--- src/tmcd_pkg.sv ---
// package: result word type, event codes and opcode constants of the tile map command decoder
package tmcd_pkg;

	localparam int unsigned QueueDepth = 2;

	localparam logic [2:0] EV_MAP_WRITE   = 3'd0;
	localparam logic [2:0] EV_TILE_COPY   = 3'd1;
	localparam logic [2:0] EV_BORDER_SET  = 3'd2;
	localparam logic [2:0] EV_FRAME_END   = 3'd3;
	localparam logic [2:0] EV_BANK_ADV    = 3'd4;
	localparam logic [2:0] EV_DONE        = 3'd5;

	localparam logic [7:0] OP_SKIP_MAX    = 8'h7F;
	localparam logic [7:0] OP_COPY_MAX    = 8'hBF;
	localparam logic [7:0] OP_WRITE_MAX   = 8'hEF;
	localparam logic [7:0] OP_DONE        = 8'hF0;
	localparam logic [7:0] OP_BANK_ADV    = 8'hF1;
	localparam logic [7:0] OP_EMPTY       = 8'hF4;
	localparam logic [7:0] OP_EMPTY_INV   = 8'hF5;
	localparam logic [7:0] OP_BORDER_W    = 8'hF6;
	localparam logic [7:0] OP_BORDER_B    = 8'hF7;
	localparam logic [7:0] OP_FRAME_MIN   = 8'hF8;

	localparam logic [15:0] TILE_EMPTY     = 16'h0000;
	localparam logic [15:0] TILE_EMPTY_INV = 16'h0200;

	localparam logic [1:0] PEND_NONE  = 2'd0;
	localparam logic [1:0] PEND_ONE   = 2'd1;
	localparam logic [1:0] PEND_TWO   = 2'd2;
	localparam logic [1:0] PEND_THREE = 2'd3;

	localparam logic [1:0] CFG_TWO_BPP   = 2'd0;
	localparam logic [1:0] CFG_BANK_BASE = 2'd1;

	typedef struct packed {
		logic [2:0]  event_res;
		logic [15:0] map_index;
		logic [15:0] tile_word;
		logic [7:0]  src_bank;
		logic [15:0] src_offset;
		logic [8:0]  dest_tile;
		logic        border_black;
		logic [2:0]  frame_ticks;
		logic        last;
	} result_t;

endpackage

--- src/tile_map_command_decoder.sv ---
// top level: tile map command decoder, byte stream to map write and control events
//
//   channel  direction  handshake            payload
//   in       to block   in_valid / in_stall  cmd_byte
//   out      from block out_valid/out_stall  event_res .. last
//   cfg      to block   cfg_valid/cfg_ready  cfg_index, cfg_data
//
// a byte is held in the input register, then is decoded into up to two words
// pushed into a two-entry result queue; one byte per cycle while results drain
// a tile copy byte makes two words and holds the input register until both fit
// arst_n clears the decode state, registers and queue; no clearing pass
// out_stall backs up the queue and then in_stall; cfg_ready is always high
module tile_map_command_decoder (
	input  logic        clk,
	input  logic        arst_n,
	input  logic        in_valid,
	output logic        in_stall,
	input  logic [7:0]  cmd_byte,
	output logic        out_valid,
	input  logic        out_stall,
	output logic [2:0]  event_res,
	output logic [15:0] map_index,
	output logic [15:0] tile_word,
	output logic [7:0]  src_bank,
	output logic [15:0] src_offset,
	output logic [8:0]  dest_tile,
	output logic        border_black,
	output logic [2:0]  frame_ticks,
	output logic        last,
	input  logic        cfg_valid,
	output logic        cfg_ready,
	input  logic [1:0]  cfg_index,
	input  logic [7:0]  cfg_data
);

	logic        two_bpp_q;
	logic [7:0]  bank_base_q;
	logic [15:0] position_q;
	logic [1:0]  pending_q;
	logic [7:0]  opcode_q;
	logic [7:0]  second_q;
	logic [7:0]  third_q;
	logic        finished_q;

	logic        valid_s1;
	logic [7:0]  byte_s1;

	tmcd_pkg::result_t entry_q [tmcd_pkg::QueueDepth];
	logic [1:0]  count_q;

	logic [15:0] position_d;
	logic [1:0]  pending_d;
	logic [7:0]  opcode_d;
	logic [7:0]  second_d;
	logic [7:0]  third_d;
	logic        finished_d;
	logic [1:0]  nres;
	tmcd_pkg::result_t res0;
	tmcd_pkg::result_t res1;

	logic        pop;
	logic [1:0]  avail;
	logic        adv;
	logic        accept;
	tmcd_pkg::result_t next0;
	tmcd_pkg::result_t next1;
	logic [1:0]  count_d;

	logic [15:0] copy_word;
	logic [5:0]  copy_bank;
	logic [15:0] copy_offset;

	assign cfg_ready = 1'b1;

	always_comb begin
		copy_word = {opcode_q[5:4], 4'b0, opcode_q[3:0], second_q[7:2]};
		if (two_bpp_q) begin
			copy_bank   = {second_q[1:0], third_q[7:4]};
			copy_offset = {third_q[3:0], byte_s1, 4'b0};
		end else begin
			copy_bank   = {1'b0, second_q[1:0], third_q[7:5]};
			copy_offset = {third_q[4:0], byte_s1, 3'b0};
		end
	end

	always_comb begin
		position_d = position_q;
		pending_d  = pending_q;
		opcode_d   = opcode_q;
		second_d   = second_q;
		third_d    = third_q;
		finished_d = finished_q;
		nres       = 2'd0;
		res0       = '0;
		res1       = '0;
		res0.last  = 1'b1;
		res1.last  = 1'b1;
		if (finished_q) begin
			nres = 2'd0;
		end else if (pending_q != tmcd_pkg::PEND_NONE) begin
			if (opcode_q <= tmcd_pkg::OP_COPY_MAX) begin
				unique case (pending_q)
					tmcd_pkg::PEND_THREE: begin
						second_d  = byte_s1;
						pending_d = tmcd_pkg::PEND_TWO;
					end
					tmcd_pkg::PEND_TWO: begin
						third_d   = byte_s1;
						pending_d = tmcd_pkg::PEND_ONE;
					end
					default: begin
						pending_d       = tmcd_pkg::PEND_NONE;
						nres            = 2'd2;
						res0.event_res  = tmcd_pkg::EV_TILE_COPY;
						res0.src_bank   = bank_base_q + {2'b0, copy_bank};
						res0.src_offset = copy_offset;
						res0.dest_tile  = copy_word[8:0];
						res0.last       = 1'b0;
						res1.event_res  = tmcd_pkg::EV_MAP_WRITE;
						res1.map_index  = position_q;
						res1.tile_word  = copy_word;
						position_d      = position_q + 16'd1;
					end
				endcase
			end else begin
				pending_d      = tmcd_pkg::PEND_NONE;
				nres           = 2'd1;
				res0.event_res = tmcd_pkg::EV_MAP_WRITE;
				res0.map_index = position_q;
				res0.tile_word = {opcode_q[3:2], 4'b0, opcode_q[1:0], byte_s1};
				position_d     = position_q + 16'd1;
			end
		end else begin
			priority if (byte_s1 <= tmcd_pkg::OP_SKIP_MAX) begin
				position_d = position_q + {8'd0, byte_s1};
			end else if (byte_s1 <= tmcd_pkg::OP_COPY_MAX) begin
				opcode_d  = byte_s1;
				pending_d = tmcd_pkg::PEND_THREE;
			end else if (byte_s1 <= tmcd_pkg::OP_WRITE_MAX) begin
				opcode_d  = byte_s1;
				pending_d = tmcd_pkg::PEND_ONE;
			end else if (byte_s1 == tmcd_pkg::OP_EMPTY || byte_s1 == tmcd_pkg::OP_EMPTY_INV) begin
				nres           = 2'd1;
				res0.event_res = tmcd_pkg::EV_MAP_WRITE;
				res0.map_index = position_q;
				res0.tile_word = (byte_s1 == tmcd_pkg::OP_EMPTY_INV) ?
					tmcd_pkg::TILE_EMPTY_INV : tmcd_pkg::TILE_EMPTY;
				position_d     = position_q + 16'd1;
			end else if (byte_s1 == tmcd_pkg::OP_BANK_ADV) begin
				nres           = 2'd1;
				res0.event_res = tmcd_pkg::EV_BANK_ADV;
			end else if (byte_s1 == tmcd_pkg::OP_BORDER_W || byte_s1 == tmcd_pkg::OP_BORDER_B) begin
				nres              = 2'd1;
				res0.event_res    = tmcd_pkg::EV_BORDER_SET;
				res0.border_black = (byte_s1 == tmcd_pkg::OP_BORDER_B);
			end else if (byte_s1 >= tmcd_pkg::OP_FRAME_MIN) begin
				nres             = 2'd1;
				res0.event_res   = tmcd_pkg::EV_FRAME_END;
				res0.frame_ticks = byte_s1[2:0];
				position_d       = '0;
			end else if (byte_s1 == tmcd_pkg::OP_DONE) begin
				nres           = 2'd1;
				res0.event_res = tmcd_pkg::EV_DONE;
				finished_d     = 1'b1;
			end else begin
				nres = 2'd0;
			end
		end
	end

	// queue bookkeeping
	assign pop      = out_valid && !out_stall;
	assign avail    = count_q - {1'b0, pop};
	assign adv      = valid_s1 && ({1'b0, avail} + {1'b0, nres} <= 3'd2);
	assign in_stall = valid_s1 && !adv;
	assign accept   = in_valid && !in_stall;

	always_comb begin
		next0   = pop ? entry_q[1] : entry_q[0];
		next1   = entry_q[1];
		count_d = avail;
		if (adv) begin
			count_d = avail + nres;
			if (avail == 2'd0) begin
				next0 = res0;
				next1 = res1;
			end else if (avail == 2'd1) begin
				next1 = res0;
			end
		end
	end

	always_ff @(posedge clk or negedge arst_n) begin
		if (!arst_n) begin
			two_bpp_q   <= 1'b0;
			bank_base_q <= '0;
		end else if (cfg_valid && cfg_ready) begin
			unique case (cfg_index)
				tmcd_pkg::CFG_TWO_BPP:   two_bpp_q   <= cfg_data[0];
				tmcd_pkg::CFG_BANK_BASE: bank_base_q <= cfg_data;
				default: ;
			endcase
		end
	end

	always_ff @(posedge clk or negedge arst_n) begin
		if (!arst_n) begin
			position_q <= '0;
			pending_q  <= tmcd_pkg::PEND_NONE;
			opcode_q   <= '0;
			second_q   <= '0;
			third_q    <= '0;
			finished_q <= 1'b0;
			valid_s1   <= 1'b0;
			count_q    <= '0;
		end else begin
			if (adv) begin
				position_q <= position_d;
				pending_q  <= pending_d;
				opcode_q   <= opcode_d;
				second_q   <= second_d;
				third_q    <= third_d;
				finished_q <= finished_d;
			end
			if (accept) begin
				valid_s1 <= 1'b1;
			end else if (adv) begin
				valid_s1 <= 1'b0;
			end
			count_q <= count_d;
		end
	end

	always_ff @(posedge clk) begin
		if (accept) begin
			byte_s1 <= cmd_byte;
		end
		entry_q[0] <= next0;
		entry_q[1] <= next1;
	end

	assign out_valid    = (count_q != 2'd0);
	assign event_res    = entry_q[0].event_res;
	assign map_index    = entry_q[0].map_index;
	assign tile_word    = entry_q[0].tile_word;
	assign src_bank     = entry_q[0].src_bank;
	assign src_offset   = entry_q[0].src_offset;
	assign dest_tile    = entry_q[0].dest_tile;
	assign border_black = entry_q[0].border_black;
	assign frame_ticks  = entry_q[0].frame_ticks;
	assign last         = entry_q[0].last;

	a_count_bound: assert property (@(posedge clk) disable iff (!arst_n)
		count_q <= 2'd2) else $error("result queue overfilled");

	a_copy_pair: assert property (@(posedge clk) disable iff (!arst_n)
		(out_valid && event_res == tmcd_pkg::EV_TILE_COPY) |-> (count_q == 2'd2 && !last))
		else $error("tile copy word without its map write behind it");

	a_pending_op: assert property (@(posedge clk) disable iff (!arst_n)
		(pending_q != tmcd_pkg::PEND_NONE) |-> (opcode_q > tmcd_pkg::OP_SKIP_MAX))
		else $error("operands pending on a skip opcode");

	a_finished_hold: assert property (@(posedge clk) disable iff (!arst_n)
		finished_q |=> (finished_q && $stable(position_q)))
		else $error("state moved after done");

endmodule
--- config.mk ---
export PLATFORM = sky130hd
export DESIGN_NAME = tile_map_command_decoder
export DESIGN_NICKNAME = d
export VERILOG_FILES = /design/src/tmcd_pkg.sv /design/src/tile_map_command_decoder.sv
export SDC_FILE = /design/constraint.sdc
export NUM_CORES = 1
export LEC_CHECK = 0
export BUFFER_PORTS_ARGS = -buffer_cell sky130_fd_sc_hd__buf_2
export CAP_MARGIN = 0
export CORE_AREA = 2 2 133 135
export CTS_CLUSTER_SIZE = 14
export DETAILED_ROUTE_END_ITERATION = 6
export DIE_AREA = 0 0 135 137
export GPL_TIMING_DRIVEN = 0
export PLACE_DENSITY = 0.89
export SYNTH_ARGS = -nofsm -noshare
export SYNTH_HDL_FRONTEND = slang
export SYNTH_SLANG_ARGS = --single-unit
--- constraint.sdc ---
create_clock -name clk -period 6.72 [get_ports clk]
set_clock_uncertainty 0.05 [all_clocks]
set_input_delay 0 -clock clk [delete_from_list [all_inputs] [get_ports clk]]
set_output_delay 0 -clock clk [all_outputs]
set_load 0.05 [all_outputs]
* Yosys cells after proc, flatten, opt, wreduce, memory -nomap -nowiden
Memories as Yosys holds them, arrays and structs flattened. Cells that the tools add are included.
Storage, ports and cells: ROM bits 0, output and inout bits 76, memories 1, memory bits (writable) 146, logic and storage cells 153, bits in latches 0, register bits after elaboration 63
Memories:
- entry_q | depth 2, bits a word 73, read ports 2, clocked after memory_dff 0, write ports 2, line tile_map_command_decoder.sv:48 | tmcd_pkg::result_t entry_q [tmcd_pkg::QueueDepth];
Cells by class: mux-type cells 85, multipliers 0, $lt $le $gt $ge 6, bitwise operators 3, divide/modulo/power cells 0, reduce and logical (&&, ||, !) cells 25, eq/ne operators 16, add/sub/neg operators 6, shift-type cells 0
Operators with widths (count):
- 2-to-1 mux 73 bit | 7
- 2-to-1 mux 32 bit | 6
- 2-to-1 mux 16 bit | 11
- 2-to-1 mux 35 bit | 4
- 2-to-1 mux 33 bit | 3
- == test 8 bit, second input constant | 6
- 2-to-1 mux 1 bit | 25
- less-or-equal comparator 8 bit, second input constant | 3
- 2-to-1 mux 3 bit | 8
- 2-to-1 mux 4 bit | 6
- 2-to-1 mux 2 bit | 10
- adder 16 x 1 -> 16 bit, second input constant | 1
- adder 16 x 8 -> 16 bit | 1
- 2-to-1 mux 8 bit | 2
- AND reduction 5 bit | 3
- 2-to-1 mux 10 bit | 1
- != test 3 bit, second input constant | 3
- adder 8 x 6 -> 8 bit | 1
- >= comparator 8 bit, second input constant | 1
- less-or-equal comparator 8 x 7 -> 1 bit, second input constant | 1
- != test 4 bit, second input constant | 2
- AND reduction 8 bit | 1
- nonzero test 2 bit | 4
- 2-to-1 mux 6 bit | 1
- 18 further kinds | 30

* Longest topological paths before layout
word-level depth 19, gate-level depth with buffers 17, mapped depth without buffers 13

* Worst setup path after synthesis
No wires, ideal clock.
kind register to register, start point register count_q[1] (netlist name), end point memory entry_q[0][100] (netlist name) (enable), cell stages (with the launch flop) 13, path buffers 2, path slack 0.438 ns, arrival time 5.741 ns, data required time 6.179 ns, path through dfrtp_1 > or2_2 > nand2b_1 > inv_2 > clkbuf_1 > clkbuf_1 > ha_1 > xnor2_1 > inv_1 > fa_1 > a21oi_1 > nand2_1 > nor2_1
RTL lines (line):
- to (decl) | tile_map_command_decoder.sv:48

* Worst setup path after layout
start point register count_q[1], end point register position_q[15]
On the way: longest elaborated chain between the ends 7
RTL lines:
- from (decl) | line tile_map_command_decoder.sv:49 | logic [1:0] count_q;
- from (signal assigned) | line tile_map_command_decoder.sv:230 | count_q <= count_d;
- nonzero test 2 bit | line tile_map_command_decoder.sv:242 | assign out_valid = (count_q != 2'd0);
- logical AND 1 bit | line tile_map_command_decoder.sv:172 | assign pop = out_valid && !out_stall;
- subtractor 2 x 1 -> 2 bit (*) | line tile_map_command_decoder.sv:173 | assign avail = count_q - {1'b0, pop};
- adder 2 x 2 -> 3 bit (*) | line tile_map_command_decoder.sv:174 | assign adv = valid_s1 && ({1'b0, avail} + {1'b0, nres} <= 3'd2);
- less-or-equal comparator 3 x 2 -> 1 bit (*) | line tile_map_command_decoder.sv:174
- logical AND 1 bit (*) | line tile_map_command_decoder.sv:174
- AND reduction 8 bit (no line) (*)
- to (signal assigned) | line tile_map_command_decoder.sv:218 | position_q <= position_d;
- to (decl) | line tile_map_command_decoder.sv:38 | logic [15:0] position_q;
Mark *: on every way between the ends. The rest lies on a longest branch, timed or not. A chain may end at the register's enable or synchronous reset.

==> summary.md <==
| Metric | Value |
|---|---|
| Status | `complete, no violations` |
| Sequential cell area | `0.00506 mm²` |
| Num ports | `99` |
| Placer Congestion | `about 0.93` |
| Share of layout cells above drive strength 1 | `23.1%` |
| CP delay by family, top | `buffers and inverters` |
| RSZ-0062 raised after global routing | `false` |
| Commonest non-fill, non-tap cells in the layout | `106 x nand2_1, 102 x buf_2, 77 x buf_4` |
| Worst Setup End Kind | `register` |
| CP cell instances | `or2_2 > nand2b_1 > inv_2 > clkbuf_1 > clkbuf_1 > ha_1 > xnor2_1 > inv_1 > fa_1 > a21oi_1 > nand3_1 > a311o_1 > clkbuf_1 > buf_2 > o31ai_1 > o211ai_1` |
| Slowest CP cell | `clkbuf_1` |
| Yosys top cell area share | `22.6%` |
| CTS H-tree lvls | `1` |
| CP bufs+invs | `6` |
| Starting Density | `57.7%` |
| Root buffer cell | `clkbuf_16` |
| # setup viols final | `0` |
| Area contributors post-synth | `edfxtp_1 23%, dfxtp_1 15%, dfrtp_1 14%, buf_4 5.8%, mux2i_1 5.6%` |
| Worst slew margin | `29.8%` |
| Placed cell count | `between 1000 and 1500` |
| Most numerous cell on the critical path | `clkbuf_1` |
| Post-Route WL | `24.7 mm` |
| Hold_buf cts | `20` |
| Final worst setup slack | `1.42 ns` |
| Hold Vio Cnt, Final | `0` |
| DR WL/cell | `18.3 µm` |
| Fin. max-slew vios | `0` |
| Area of the multi-input gates | `0.00395 mm²` |
| Slowest stage delay, CP | `0.61 ns` |
| Maximum VDD drop | `about 0.26 mV` |
| Crit. Startpoint | `count_q[1]` |
| Initial antenna violation count | `0` |
| Yosys top cell by area | `edfxtp_1` |
| Post-Syn Area | `0.00984 mm²` |
| Max-cap violations | `0` |
| Synthesized instance count | `963` |
| Total CTS buffers | `21` |
| Core ar. | `0.0171 mm²` |
| RR Startpoint | `count_q[1]` |
| Top_reg_cell synth | `edfxtp_1` |
| Die ar. | `0.0185 mm²` |
| Average cell area after synthesis | `10.2 µm²` |
| Flops & latches, synth | `202` |
| Sequential element share of the synthesized area | `51.4%` |
| CTS clk-pin slew, worst paths | `0.06 ns` |
| Library cells used by synthesis | `approximately 60` |
| FILL cells | `1177` |
| Yosys warns | `0` |
| Layout Cells excl Fill | `1345` |
| Period utilisation layout | `78.9%` |
| Pin count of the biggest net entering global routing | `56` |
| Tmin final | `5.30 ns` |
| Num rows | `48` |
| ANT nets after route | `0` |
| Drt pass-1 iters | `7` |
| Vias in the first global route | `approximately 7800` |
| Vias post-DR | `8052` |
| PD cells | `448 mW/mm²` |
| Async set-or-reset flop fraction in the synthesized netlist | `27.2%` |
| Commonest non-fill, non-tap cell in the layout | `nand2_1` |
| Gr usage total | `26.7%` |
| # port buffers | `97` |
| Clock buffer depth | `3` |
| Critical path peak fanout | `10` |
| HPWL after DPL | `~16 mm` |
| Worst EP arrival | `5.61 ns` |
| CP startpoint kind | `register` |
| Clock Latency Late Sink | `~0.50 ns` |
| Post-place setup slack | `1.64 ns` |
| CTS tree | `built` |
| Post-synth EDFFs | `74` |
| Area Growth Syn to Fin | `17.3%` |
| Post-CTS setup buffer count | `0` |
| F_max | `189 MHz` |
| Syn Nets | `1006` |
| CTS Sinks | `around 200` |
| 1st-iter DRT viols | `approximately 1100` |
| CP Class | `reg -> reg` |
| N_diodes | `0` |
| Gr ovfl total | `0` |
| CP required | `7.02 ns` |
| LEAKAGE | `around 0.0051 µW` |
| Total Nets Final | `between 1000 and 1500` |
| Residual DRC | `0` |
| Min-Delay Path Class | `in -> async` |
| First-pass GRT wire length | `39.4 mm` |
| Die X | `135 µm` |
| Die Y | `137 µm` |
| Vias/cell | `between 5 and 6` |
| Worst Max-Slew Pin Slew | `1.04 ns` |
| Post_cts resized | `0` |
-- state kept, by name (all words and copies together), names as in the netlist, 2 cells and up --
name / count
bank_base_q: 8
pending_q: 2
opcode_q: 8
count_q: 2
position_q: 16
second_q: 8
byte_s1: 8
entry_q: 139
third_q: 8
-- power by group --
part	internal [µW]	switching, µW
Sequential	1680	174
Clock	688	465
Combinational	687	1470
-- final timing paths --
path / end / slack, ns / cells after the start
max: position_q[15] / 1.42 / 16
min reg2reg: entry_q[0][46] / 0.43 / 2
min in group clk: bank_base_q[4] / 0.14 / 3
max reg2reg: position_q[15] / 1.42 / 16
max in group asynchronous: position_q[14] / 6.07 / 2
min: position_q[3] / 0.07 / 2
-- cell usage after synthesis, types with 2 or more instances --
cell type	n
a2bb2oi_1	2
mux2i_1	55
or3_1	9
a21o_1	10
o21a_1	2
buf_4	76
xor2_1	6
nor2b_1	2
o22ai_1	23
nor3_1	15
o31ai_1	4
xnor2_1	6
nor4_1	3
a31oi_1	27
nor2_1	58
a21oi_1	51
nor3_2	2
buf_1	3
or4_1	3
buf_2	6
and3_1	19
or2_2	3
edfxtp_1	74
fa_1	3
a211oi_1	8
dfxtp_1	73
o211ai_1	5
ha_1	17
nand2b_1	7
clkbuf_1	46
nand3_1	33
inv_1	14
nand2_1	106
dfrtp_1	55
nor3b_1	3
and4_1	3
o21ai_1	2
nand4_1	3
o21ai_0	51
mux2_2	36
o41ai_1	2
and2_1	18
-- area by class of cell --
cell class                 instances  share of cell area, %
buffer                           131                   6.80
clock buffer                      30                   5.10
clock inverter                     8                  0.802
inverter                          15                  0.488
multi-input combinational        615                   34.2
sequential                       202                   43.8
tap                              225                   2.44
timing repair buffer             119                   6.37
-- kinds of logic (layout without fill, tap and decap cells) --
kind of cell               Yosys count  in the layout  synth area share [%]
AOI/OAI and AO/OA                  202            202                  12.6
DFF                                202            202                  51.4
and+or+nand+nor                    289            289                  13.9
muxes                               91             91                  9.72
adders and majority gates           20             20                  2.77
buffers and inverters              146            303                  8.55
xor gates and xnor gates            12             12                  1.07
other                                1              1                0.0381
-- stage by stage --
stage	util (%)	TNS, ns	hold slack, ns	area (µm²)	total power (µW)
after floorplan	-	0	-0.346	9840	3470
after global placement	62.2	-86.36	0.127	10600	3910
after detailed placement	62.5	0	0.129	10700	3990
after CTS	67.7	0	0.109	11500	5150
after global routing	67.7	0	0.134	11500	5380
final	67.7	0	0.0683	11500	5170
-- routing by layer --
layer / vias up / wire [µm] / GRT usage (%)
li1: 3675 / - / -
met3: 80 / 2250 / 3.74
met2: 462 / 11900 / 45.1
met4: 0 / 877 / 10.4
met5: - / 0 / 0
met1: 3835 / 9600 / 35.1
Note: power is estimated with default switching activity, not from simulation.
